==> config.mk <==
export PLATFORM = sky130hd
export DESIGN_NAME = gbn_receiver_checksum
export DESIGN_NICKNAME = d
export VERILOG_FILES = /design/src/sv/gbr_pkg.sv /design/src/sv/gbr_front.sv /design/src/sv/gbr_queue.sv /design/src/sv/gbr_back.sv /design/src/sv/gbn_receiver_checksum.sv
export SDC_FILE = /design/constraint.sdc
export NUM_CORES = 1
export LEC_CHECK = 0
export BUFFER_PORTS_ARGS = -buffer_cell sky130_fd_sc_hd__buf_2
export CORE_MARGIN = 2
export CORE_UTILIZATION = 57
export CTS_CLUSTER_SIZE = 8
export DETAILED_ROUTE_END_ITERATION = 16
export GPL_TIMING_DRIVEN = 0
export PLACE_DENSITY = 0.82
export SETUP_SLACK_MARGIN = 0.5
export SLEW_MARGIN = 0
export SYNTH_ARGS = -nofsm -noshare
export SYNTH_HDL_FRONTEND = slang
export SYNTH_HIERARCHICAL = 1
export SYNTH_SLANG_ARGS = --single-unit
==> constraint.sdc <==
create_clock -name clk_i -period 7.9 [get_ports clk_i]
set_input_delay 2.37 -clock clk_i [delete_from_list [all_inputs] [get_ports clk_i]]
set_output_delay 2.37 -clock clk_i [all_outputs]
set_load 0.02 [all_outputs]
==> src/sv/gbr_pkg.sv <==
// Shared constants, character codes and types for the go-back-N receiver
// with checksum check. No dependencies; every other file imports it.
`timescale 1ns / 1ps
`default_nettype none

package gbr_pkg;

  // Default configuration and fixed field widths.
  localparam int unsigned CLIENTS_DEF  = 16;
  localparam int unsigned SEQ_BITS_DEF = 16;
  localparam int unsigned CLIENT_W     = 4;
  localparam int unsigned BYTE_W       = 8;
  localparam int unsigned ACK_W        = 16;
  localparam int unsigned CSUM_W       = 8;

  // Entries in the queue between parser and sequence tracker (power of two).
  localparam int unsigned QUEUE_DEPTH  = 2;

  // Characters of the datagram text form.
  localparam logic [BYTE_W-1:0] CHAR_BAR  = 8'h7C;  // '|'
  localparam logic [BYTE_W-1:0] CHAR_PAD  = 8'h23;  // '#'
  localparam logic [BYTE_W-1:0] CHAR_ZERO = 8'h30;  // '0'
  localparam logic [BYTE_W-1:0] CHAR_NINE = 8'h39;  // '9'

  // Byte sum of the acknowledgement payload "ACK".
  localparam logic [CSUM_W-1:0] ACK_PAYLOAD_SUM = 8'd207;

  // Parser phase, one-hot.
  typedef enum logic [4:0] {
    PH_SEQ = 5'b00001,
    PH_ACK = 5'b00010,
    PH_CHK = 5'b00100,
    PH_PAY = 5'b01000,
    PH_PAD = 5'b10000
  } phase_e;

  // Checksum of an acknowledgement with seq 0, the given ack number and
  // payload "ACK": 255 minus the byte sum, which is the bitwise inverse.
  function automatic logic [CSUM_W-1:0] ack_csum(input logic [CSUM_W-1:0] ack_lo);
    logic [CSUM_W-1:0] sum;
    sum = ack_lo + ACK_PAYLOAD_SUM;
    return ~sum;
  endfunction

endpackage

`default_nettype wire

==> src/sv/gbr_front.sv <==
// Byte parser of the go-back-N receiver: splits seq|ack|checksum|payload,
// checks format and checksum, and hands good packets on. Uses gbr_pkg.
`timescale 1ns / 1ps
`default_nettype none

module gbr_front import gbr_pkg::*; #(
  parameter int unsigned CLIENTS  = CLIENTS_DEF,
  parameter int unsigned SEQ_BITS = SEQ_BITS_DEF
) (
  input  wire logic                clk_i,
  input  wire logic                rst_ni,
  input  wire logic                byte_valid_i,
  output logic                     byte_ready_o,
  input  wire logic [BYTE_W-1:0]   byte_i,
  input  wire logic [CLIENT_W-1:0] client_i,
  input  wire logic                last_i,
  input  wire logic                pkt_ready_i,
  output logic                     pkt_valid_o,
  output logic [CLIENT_W-1:0]      pkt_client_o,
  output logic [SEQ_BITS-1:0]      pkt_seq_o
);

  // Accumulators hold one bit above the sequence range and saturate there.
  localparam int unsigned ACC_W  = SEQ_BITS + 1;
  localparam int unsigned PROD_W = SEQ_BITS + 5;
  localparam logic [PROD_W-1:0] SEQ_LIMIT = (PROD_W'(1) << SEQ_BITS) - PROD_W'(1);
  localparam logic [ACC_W-1:0]  ACC_SAT   = ACC_W'(1) << SEQ_BITS;

  phase_e            phase_q, phase_d;
  logic [ACC_W-1:0]  seq_q, seq_d;
  logic [ACC_W-1:0]  ack_q, ack_d;
  logic [ACC_W-1:0]  chk_q, chk_d;
  logic [BYTE_W-1:0] sum_q, sum_d;
  logic              digit_q, digit_d;
  logic              bad_q, bad_d;

  logic              take;
  logic              is_bar, is_pad, is_digit;
  logic [3:0]        digit_val;
  logic [ACC_W-1:0]  acc_sel, acc_new;
  logic [PROD_W-1:0] prod;
  logic              sat;
  logic [CSUM_W-1:0] want;
  logic              check_ok, client_ok, payload_seen;

  // The whole front stalls while the queue cannot take a packet.
  assign byte_ready_o = pkt_ready_i;
  assign take         = byte_valid_i & byte_ready_o;

  assign is_bar    = (byte_i == CHAR_BAR);
  assign is_pad    = (byte_i == CHAR_PAD);
  assign is_digit  = (byte_i >= CHAR_ZERO) && (byte_i <= CHAR_NINE);
  assign digit_val = 4'(byte_i - CHAR_ZERO);

  // One shared decimal digit step: acc * 10 + digit, as shift and add.
  always_comb begin
    unique case (phase_q)
      PH_SEQ:  acc_sel = seq_q;
      PH_ACK:  acc_sel = ack_q;
      default: acc_sel = chk_q;
    endcase
    prod    = (PROD_W'(acc_sel) << 3) + (PROD_W'(acc_sel) << 1) + PROD_W'(digit_val);
    sat     = (prod > SEQ_LIMIT);
    acc_new = sat ? ACC_SAT : prod[ACC_W-1:0];
  end

  // Parser state update for the byte on the input.
  always_comb begin
    phase_d = phase_q;
    seq_d   = seq_q;
    ack_d   = ack_q;
    chk_d   = chk_q;
    sum_d   = sum_q;
    digit_d = digit_q;
    bad_d   = bad_q;
    unique case (phase_q)
      PH_SEQ, PH_ACK, PH_CHK: begin
        if (is_bar) begin
          if (!digit_q) begin
            bad_d = 1'b1;
          end
          digit_d = 1'b0;
          unique case (phase_q)
            PH_SEQ:  phase_d = PH_ACK;
            PH_ACK:  phase_d = PH_CHK;
            default: phase_d = PH_PAY;
          endcase
        end else if (is_digit) begin
          digit_d = 1'b1;
          if (sat) begin
            bad_d = 1'b1;
          end
          unique case (phase_q)
            PH_SEQ:  seq_d = acc_new;
            PH_ACK:  ack_d = acc_new;
            default: chk_d = acc_new;
          endcase
        end else begin
          bad_d = 1'b1;
        end
      end
      PH_PAY: begin
        if (is_pad) begin
          phase_d = PH_PAD;
        end else begin
          sum_d = sum_q + byte_i;
        end
      end
      default: begin
        // Bytes after the pad mark are ignored.
      end
    endcase
  end

  // Packet verdict on the last byte.
  always_comb begin
    want         = ~(CSUM_W'(seq_d) + CSUM_W'(ack_d) + sum_d);
    check_ok     = (32'(chk_d) == 32'(want));
    client_ok    = (32'(client_i) < CLIENTS);
    payload_seen = (phase_d == PH_PAY) || (phase_d == PH_PAD);
  end

  assign pkt_valid_o  = take & last_i & ~bad_d & payload_seen & client_ok & check_ok;
  assign pkt_client_o = client_i;
  assign pkt_seq_o    = seq_d[SEQ_BITS-1:0];

  // The parser returns to its start state after every last byte.
  always_ff @(posedge clk_i or negedge rst_ni) begin
    if (!rst_ni) begin
      phase_q <= PH_SEQ;
      seq_q   <= '0;
      ack_q   <= '0;
      chk_q   <= '0;
      sum_q   <= '0;
      digit_q <= 1'b0;
      bad_q   <= 1'b0;
    end else if (take) begin
      if (last_i) begin
        phase_q <= PH_SEQ;
        seq_q   <= '0;
        ack_q   <= '0;
        chk_q   <= '0;
        sum_q   <= '0;
        digit_q <= 1'b0;
        bad_q   <= 1'b0;
      end else begin
        phase_q <= phase_d;
        seq_q   <= seq_d;
        ack_q   <= ack_d;
        chk_q   <= chk_d;
        sum_q   <= sum_d;
        digit_q <= digit_d;
        bad_q   <= bad_d;
      end
    end
  end

endmodule

`default_nettype wire

==> src/sv/gbr_queue.sv <==
// Short first-in first-out queue of accepted packets between the parser and
// the sequence tracker. Uses gbr_pkg for the default depth.
`timescale 1ns / 1ps
`default_nettype none

module gbr_queue import gbr_pkg::*; #(
  parameter int unsigned WIDTH = CLIENT_W + SEQ_BITS_DEF,
  parameter int unsigned DEPTH = QUEUE_DEPTH
) (
  input  wire logic             clk_i,
  input  wire logic             rst_ni,
  input  wire logic             push_valid_i,
  output logic                  push_ready_o,
  input  wire logic [WIDTH-1:0] push_data_i,
  output logic                  pop_valid_o,
  input  wire logic             pop_ready_i,
  output logic [WIDTH-1:0]      pop_data_o
);

  localparam int unsigned PTR_W = (DEPTH > 1) ? $clog2(DEPTH) : 1;
  localparam int unsigned CNT_W = $clog2(DEPTH + 1);

  logic [WIDTH-1:0] entry_q [DEPTH];
  logic [PTR_W-1:0] wr_ptr_q, rd_ptr_q;
  logic [CNT_W-1:0] count_q;
  logic             push, pop;

  assign push_ready_o = (32'(count_q) < DEPTH);
  assign pop_valid_o  = (count_q != '0);
  assign pop_data_o   = entry_q[rd_ptr_q];
  assign push         = push_valid_i & push_ready_o;
  assign pop          = pop_valid_o & pop_ready_i;

  // Entry storage.
  always_ff @(posedge clk_i) begin
    if (push) begin
      entry_q[wr_ptr_q] <= push_data_i;
    end
  end

  // Pointers wrap at the depth; count tracks occupancy.
  always_ff @(posedge clk_i or negedge rst_ni) begin
    if (!rst_ni) begin
      wr_ptr_q <= '0;
      rd_ptr_q <= '0;
      count_q  <= '0;
    end else begin
      if (push) begin
        wr_ptr_q <= (32'(wr_ptr_q) == DEPTH - 1) ? '0 : wr_ptr_q + PTR_W'(1);
      end
      if (pop) begin
        rd_ptr_q <= (32'(rd_ptr_q) == DEPTH - 1) ? '0 : rd_ptr_q + PTR_W'(1);
      end
      if (push && !pop) begin
        count_q <= count_q + CNT_W'(1);
      end else if (pop && !push) begin
        count_q <= count_q - CNT_W'(1);
      end
    end
  end

endmodule

`default_nettype wire

==> src/sv/gbr_back.sv <==
// Sequence tracker of the go-back-N receiver: keeps the expected sequence
// number per client and builds the acknowledgement. Uses gbr_pkg.
`timescale 1ns / 1ps
`default_nettype none

module gbr_back import gbr_pkg::*; #(
  parameter int unsigned CLIENTS  = CLIENTS_DEF,
  parameter int unsigned SEQ_BITS = SEQ_BITS_DEF
) (
  input  wire logic                clk_i,
  input  wire logic                rst_ni,
  input  wire logic                pkt_valid_i,
  output logic                     pkt_ready_o,
  input  wire logic [CLIENT_W-1:0] pkt_client_i,
  input  wire logic [SEQ_BITS-1:0] pkt_seq_i,
  output logic                     ack_valid_o,
  input  wire logic                ack_ready_i,
  output logic [CLIENT_W-1:0]      ack_client_o,
  output logic [ACK_W-1:0]         ack_number_o,
  output logic [CSUM_W-1:0]        ack_csum_o,
  output logic                     ack_in_order_o
);

  // Only indexes reachable through the client field need an entry.
  localparam int unsigned REACH       = 1 << CLIENT_W;
  localparam int unsigned STORE_DEPTH = (CLIENTS < REACH) ? CLIENTS : REACH;
  localparam int unsigned IDX_W       = (STORE_DEPTH > 1) ? $clog2(STORE_DEPTH) : 1;

  logic [SEQ_BITS-1:0] expect_q [STORE_DEPTH];
  logic                valid_q;
  logic                take;
  logic [IDX_W-1:0]    idx;
  logic [SEQ_BITS-1:0] cur, next_seq;
  logic                hit;
  logic [31:0]         ack_wide;

  // A packet moves on whenever the output register is empty or being drained.
  assign pkt_ready_o = ~valid_q | ack_ready_i;
  assign take        = pkt_valid_i & pkt_ready_o;

  always_comb begin
    idx      = pkt_client_i[IDX_W-1:0];
    cur      = expect_q[idx];
    hit      = (pkt_seq_i == cur);
    next_seq = hit ? cur + SEQ_BITS'(1) : cur;
    ack_wide = 32'(next_seq);
  end

  // Expected sequence table, read and updated in the same cycle.
  always_ff @(posedge clk_i or negedge rst_ni) begin
    if (!rst_ni) begin
      for (int i = 0; i < STORE_DEPTH; i++) begin
        expect_q[i] <= '0;
      end
    end else if (take) begin
      expect_q[idx] <= next_seq;
    end
  end

  // Output register valid flag.
  always_ff @(posedge clk_i or negedge rst_ni) begin
    if (!rst_ni) begin
      valid_q <= 1'b0;
    end else if (pkt_ready_o) begin
      valid_q <= pkt_valid_i;
    end
  end

  // Output register payload.
  always_ff @(posedge clk_i) begin
    if (take) begin
      ack_client_o   <= pkt_client_i;
      ack_number_o   <= ack_wide[ACK_W-1:0];
      ack_csum_o     <= ack_csum(ack_wide[CSUM_W-1:0]);
      ack_in_order_o <= hit;
    end
  end

  assign ack_valid_o = valid_q;

endmodule

`default_nettype wire

==> src/sv/gbn_receiver_checksum.sv <==
// Go-back-N receiver with packet checksum check: a byte parser, a short
// packet queue and a per-client sequence tracker. Uses gbr_pkg.
//
// Input stream (s_axis): one datagram byte per request in tdata, the sending
// client index in tuser, tlast on the final byte. Datagrams have the text
// form seq|ack|checksum|payload with decimal fields.
// Output stream (m_axis): one acknowledgement per well-formed packet whose
// checksum matches: tdata carries the ack number and its own checksum,
// tuser the client and an in-order flag. Bad packets give no output.
// Throughput: one byte per clock cycle while s_axis_tready is high; packets
// may follow each other with no gap. An acknowledgement reaches m_axis by
// way of the packet queue and then the output register behind the sequence
// table update.
// Reset clears the parser and sets every client's expected sequence number
// to zero; the block takes bytes right after reset.
// When the receiver holds off m_axis_tready, the output register and then
// the two-entry packet queue fill; only then is s_axis_tready dropped.
`timescale 1ns / 1ps
`default_nettype none

module gbn_receiver_checksum import gbr_pkg::*; #(
  parameter int unsigned CLIENTS  = CLIENTS_DEF,
  parameter int unsigned SEQ_BITS = SEQ_BITS_DEF
) (
  input  wire logic        clk_i,
  input  wire logic        rst_ni,
  input  wire logic        s_axis_tvalid,
  output logic             s_axis_tready,
  input  wire logic [7:0]  s_axis_tdata,   // [7:0] byte_value
  input  wire logic [3:0]  s_axis_tuser,   // [3:0] client_index
  input  wire logic        s_axis_tlast,
  output logic             m_axis_tvalid,
  input  wire logic        m_axis_tready,
  output logic [23:0]      m_axis_tdata,   // [15:0] ack_number, [23:16] ack_checksum
  output logic [4:0]       m_axis_tuser    // [3:0] client_id, [4] in_order
);

  localparam int unsigned QW = CLIENT_W + SEQ_BITS;

  logic                front_valid, front_ready;
  logic [CLIENT_W-1:0] front_client;
  logic [SEQ_BITS-1:0] front_seq;
  logic                q_valid, q_ready;
  logic [QW-1:0]       q_data;
  logic [CLIENT_W-1:0] ack_client;
  logic [ACK_W-1:0]    ack_number;
  logic [CSUM_W-1:0]   ack_csum_v;
  logic                ack_in_order;

  // Byte parser and packet check.
  gbr_front #(
    .CLIENTS  (CLIENTS),
    .SEQ_BITS (SEQ_BITS)
  ) u_front (
    .clk_i        (clk_i),
    .rst_ni       (rst_ni),
    .byte_valid_i (s_axis_tvalid),
    .byte_ready_o (s_axis_tready),
    .byte_i       (s_axis_tdata),
    .client_i     (s_axis_tuser),
    .last_i       (s_axis_tlast),
    .pkt_ready_i  (front_ready),
    .pkt_valid_o  (front_valid),
    .pkt_client_o (front_client),
    .pkt_seq_o    (front_seq)
  );

  // Packet queue between parser and tracker.
  gbr_queue #(
    .WIDTH (QW),
    .DEPTH (QUEUE_DEPTH)
  ) u_queue (
    .clk_i        (clk_i),
    .rst_ni       (rst_ni),
    .push_valid_i (front_valid),
    .push_ready_o (front_ready),
    .push_data_i  ({front_client, front_seq}),
    .pop_valid_o  (q_valid),
    .pop_ready_i  (q_ready),
    .pop_data_o   (q_data)
  );

  // Sequence tracker and acknowledgement register.
  gbr_back #(
    .CLIENTS  (CLIENTS),
    .SEQ_BITS (SEQ_BITS)
  ) u_back (
    .clk_i          (clk_i),
    .rst_ni         (rst_ni),
    .pkt_valid_i    (q_valid),
    .pkt_ready_o    (q_ready),
    .pkt_client_i   (q_data[QW-1:SEQ_BITS]),
    .pkt_seq_i      (q_data[SEQ_BITS-1:0]),
    .ack_valid_o    (m_axis_tvalid),
    .ack_ready_i    (m_axis_tready),
    .ack_client_o   (ack_client),
    .ack_number_o   (ack_number),
    .ack_csum_o     (ack_csum_v),
    .ack_in_order_o (ack_in_order)
  );

  assign m_axis_tdata = {ack_csum_v, ack_number};
  assign m_axis_tuser = {ack_in_order, ack_client};

endmodule

`default_nettype wire

==> metrics.txt <==
status=finished, violations left; failing checks=setup timing; total power per unit cell area=296 nW/um^2; number of I/O port buffers=43; Synth cell types=86; CTS Buf Count=55; DRC viols=0; number of setup violations in the final report=43; most frequent cells in the layout=326 x dfrtp_1, 243 x nand2_1, 136 x mux2_2; WL/cell=25.9 um; die area=38300 um^2; final slew viol count=0; slew at the pin with the worst max-slew slack=1.36 ns; largest net degree at the start of global routing=113; dpl cell area=21900 um^2; Hold Vio Cnt, Final=0; dpl hpwl=42200 um; Hold Buf Count CTS=0; mux contribution to synthesized area=16.4%; Routed Antenna Nets=0; setup slack, reg-to-reg=-0.30 ns; Lkg Pwr=10.8 nW; GR Overflow Total=0; CP Class=in2reg; Most Frequent Cell on Critical Path=ha_4; syn avg cell area=11.2 um^2; initial antenna violation count=1; Post-Synthesis Cell Area=20900 um^2; post-synthesis sequential area ratio=48.9%; Layout Cells excl Fill=2503; Worst path slowest cell=fa_2; Compound-Gate Fraction of Synth Area=12.6%; Vias=16900; CP startpoint kind=input pin; ys async rst share=82.8%; CTS Sinks=395; ant diodes=0; Clock transition at path regs=0.05 ns; CP required=8.35 ns; Finished Cell Area=24100 um^2; worst skew pair latency=0.60 ns; TritonRoute pass-1 iters=6; vias in the first global route=17100; EDFF count, synth=68; Synth Instances=1876; flops & latches, synth=395; I/O Pins=48; Max FO, Critical Path=7; worst setup margin=-0.442 ns; Worst VDD drop=216 uV; post-placement cell count=2389; Tcrit/Tclk final=106%; GP Congestion=0.941; main combinational cell family by area after synthesis=multiplexers; commonest non-fill, non-tap cell in the layout=dfrtp_1; Post-Syn Nets=1953; post-synthesis simple-gate area fraction=10.8%; WL final=64800 um; Slew Limit Headroom=9.41%; H-tree depth=2; initial drt markers=2064; die height=196 um; ys flop type=dfrtp_1; num rows=70; xor/xnor share of the synthesized area=3.85%; clk buf depth=3; Max Fclk=0.120 GHz; die width=196 um; slowest stage delay, CP=0.56 ns; starting density of the core=57.6%; HP Class=reg2reg; first-pass GRT wire length=98400 um; YS warnings=6; core footprint=36300 um^2; layout cells sized above 1=23.9%; layout net count=2086; TritonCTS clock tree=done; post-layout min period=8.34 ns; CTS root buf=clkbuf_16; area share of fa/ha/maj cells after synthesis=3.87%; vias per cell=6.74; worst-case clock skew=0.0387 ns; crit end category=register; max_cap viols=0; total global-route track usage=33.9%; P&R area growth vs syn=15.0%; RSZ-0062 raised after global routing=yes; Data arrival, critical path=8.80 ns
==> flip-flops by register name, indices dropped and copies added (netlist names), 2 cells and up <==
register	count
u_back/ack_client_o	4
u_back/ack_csum_o	7
u_back/ack_number_o	16
u_back/expect_q	256
u_front/ack_q	17
u_front/chk_q	17
u_front/phase_q	5
u_front/seq_q	17
u_front/sum_q	8
u_queue/count_q	2
u_queue/entry_q	40
==> timing repair <==
item                                    CTS  global route
gates cloned                              2             2
resized for setup                        56            38
endpoints found under the setup margin   43            43
pin swaps                                29            31
buffers inserted                         17            10
==> worst paths after layout <==
path,startpoint,endpoint,cells after the start
min,u_back/expect_q[43],u_back/expect_q[43],2
max reg2reg,u_front/phase_q[2],u_queue/count_q[1],37
max in group asynchronous,rst_ni,u_front/sum_q[2],3
min in group asynchronous,rst_ni,u_back/expect_q[221],1
max,s_axis_tdata[3],u_queue/count_q[1],34
min reg2reg,u_back/expect_q[43],u_back/expect_q[43],2
==> metal layers <==
| layer | track usage, % | routed length (um) | up-vias |
|---|---|---|---|
| met1 | 43.1 | 23800 | 8324 |
| met2 | 53.4 | 29500 | 1180 |
| met3 | 8.70 | 7110 | 362 |
| met5 | 0 | 11 | - |
| met4 | 19.1 | 4380 | 2 |
| li1 | - | - | 7000 |
==> cell usage after synthesis, drive strengths merged, types with 14 or more instances <==
library cell,count,area [um^2]
a21oi,75,375
a22o,31,272
a22oi,15,113
and2,15,93.8
buf,52,314
clkbuf,76,285
dfrtp,326,8160
edfxtp,68,2040
ha,52,651
inv,41,154
mux2,157,1840
mux2i,48,497
mux4,49,1100
nand2,249,952
nand2b,23,144
nand3,29,158
nand4,14,87.6
nor2,81,304
nor2b,17,106
nor3,21,130
o21ai,203,1030
o22ai,15,93.8
o31ai,17,128
xnor2,62,551
xor2,24,233
==> where the power goes <==
group | switching, mW | leakage [nW] | internal, mW
Sequential | 0.198 | 5.11 | 2.48
Clock | 0.866 | 0.744 | 1.29
Combinational | 1.46 | 4.97 | 0.831
==> stage by stage <==
stage                     hold WS (ns)  util, %  worst slack (ns)  power [mW]  TNS, ns
after floorplan                  0.445        -            -0.345        4.13   -10.63
after global placement           0.456     60.0             -1.85        4.73  -555.56
after detailed placement         0.469     60.2             -1.98        4.83   -78.16
after CTS                        0.478     65.5            -0.463        7.03   -17.65
after global routing             0.499     66.2            -0.576        7.37   -21.69
final                            0.484     66.2            -0.442        7.13   -16.07
==> area by class of cell <==
type	count	area (um^2)
Tap cell	468	586
Fill cell	2615	12300
Timing Repair Buffer	72	534
Clock inverter	3	55.1
Inverter	41	166
Multi-Input combinational cell	1316	10400
Buffer	128	628
Clock buffer	80	1490
Sequential cell	395	10200
==> critical path, delay by kind of cell <==
| family | cells | cell delay [ns] |
|---|---|---|
| AO/OA/AOI/OAI | 10 | 2.01 |
| XOR/XNOR | 4 | 0.56 |
| adder cells (fa/ha/maj) | 6 | 1.82 |
| buffers and inverters | 6 | 0.63 |
| multiplexers | 1 | 0.19 |
| AND/OR/NAND/NOR | 7 | 1.16 |
==> logic make-up after synthesis <==
logic type / after synthesis
and+or+nand+nor: 482
AOI/OAI and AO/OA: 429
DFF: 395
muxes: 254
buffers and inverters: 169
xor gates and xnor gates: 87
adders and majority gates: 60
(Power assumes the default switching activity.)
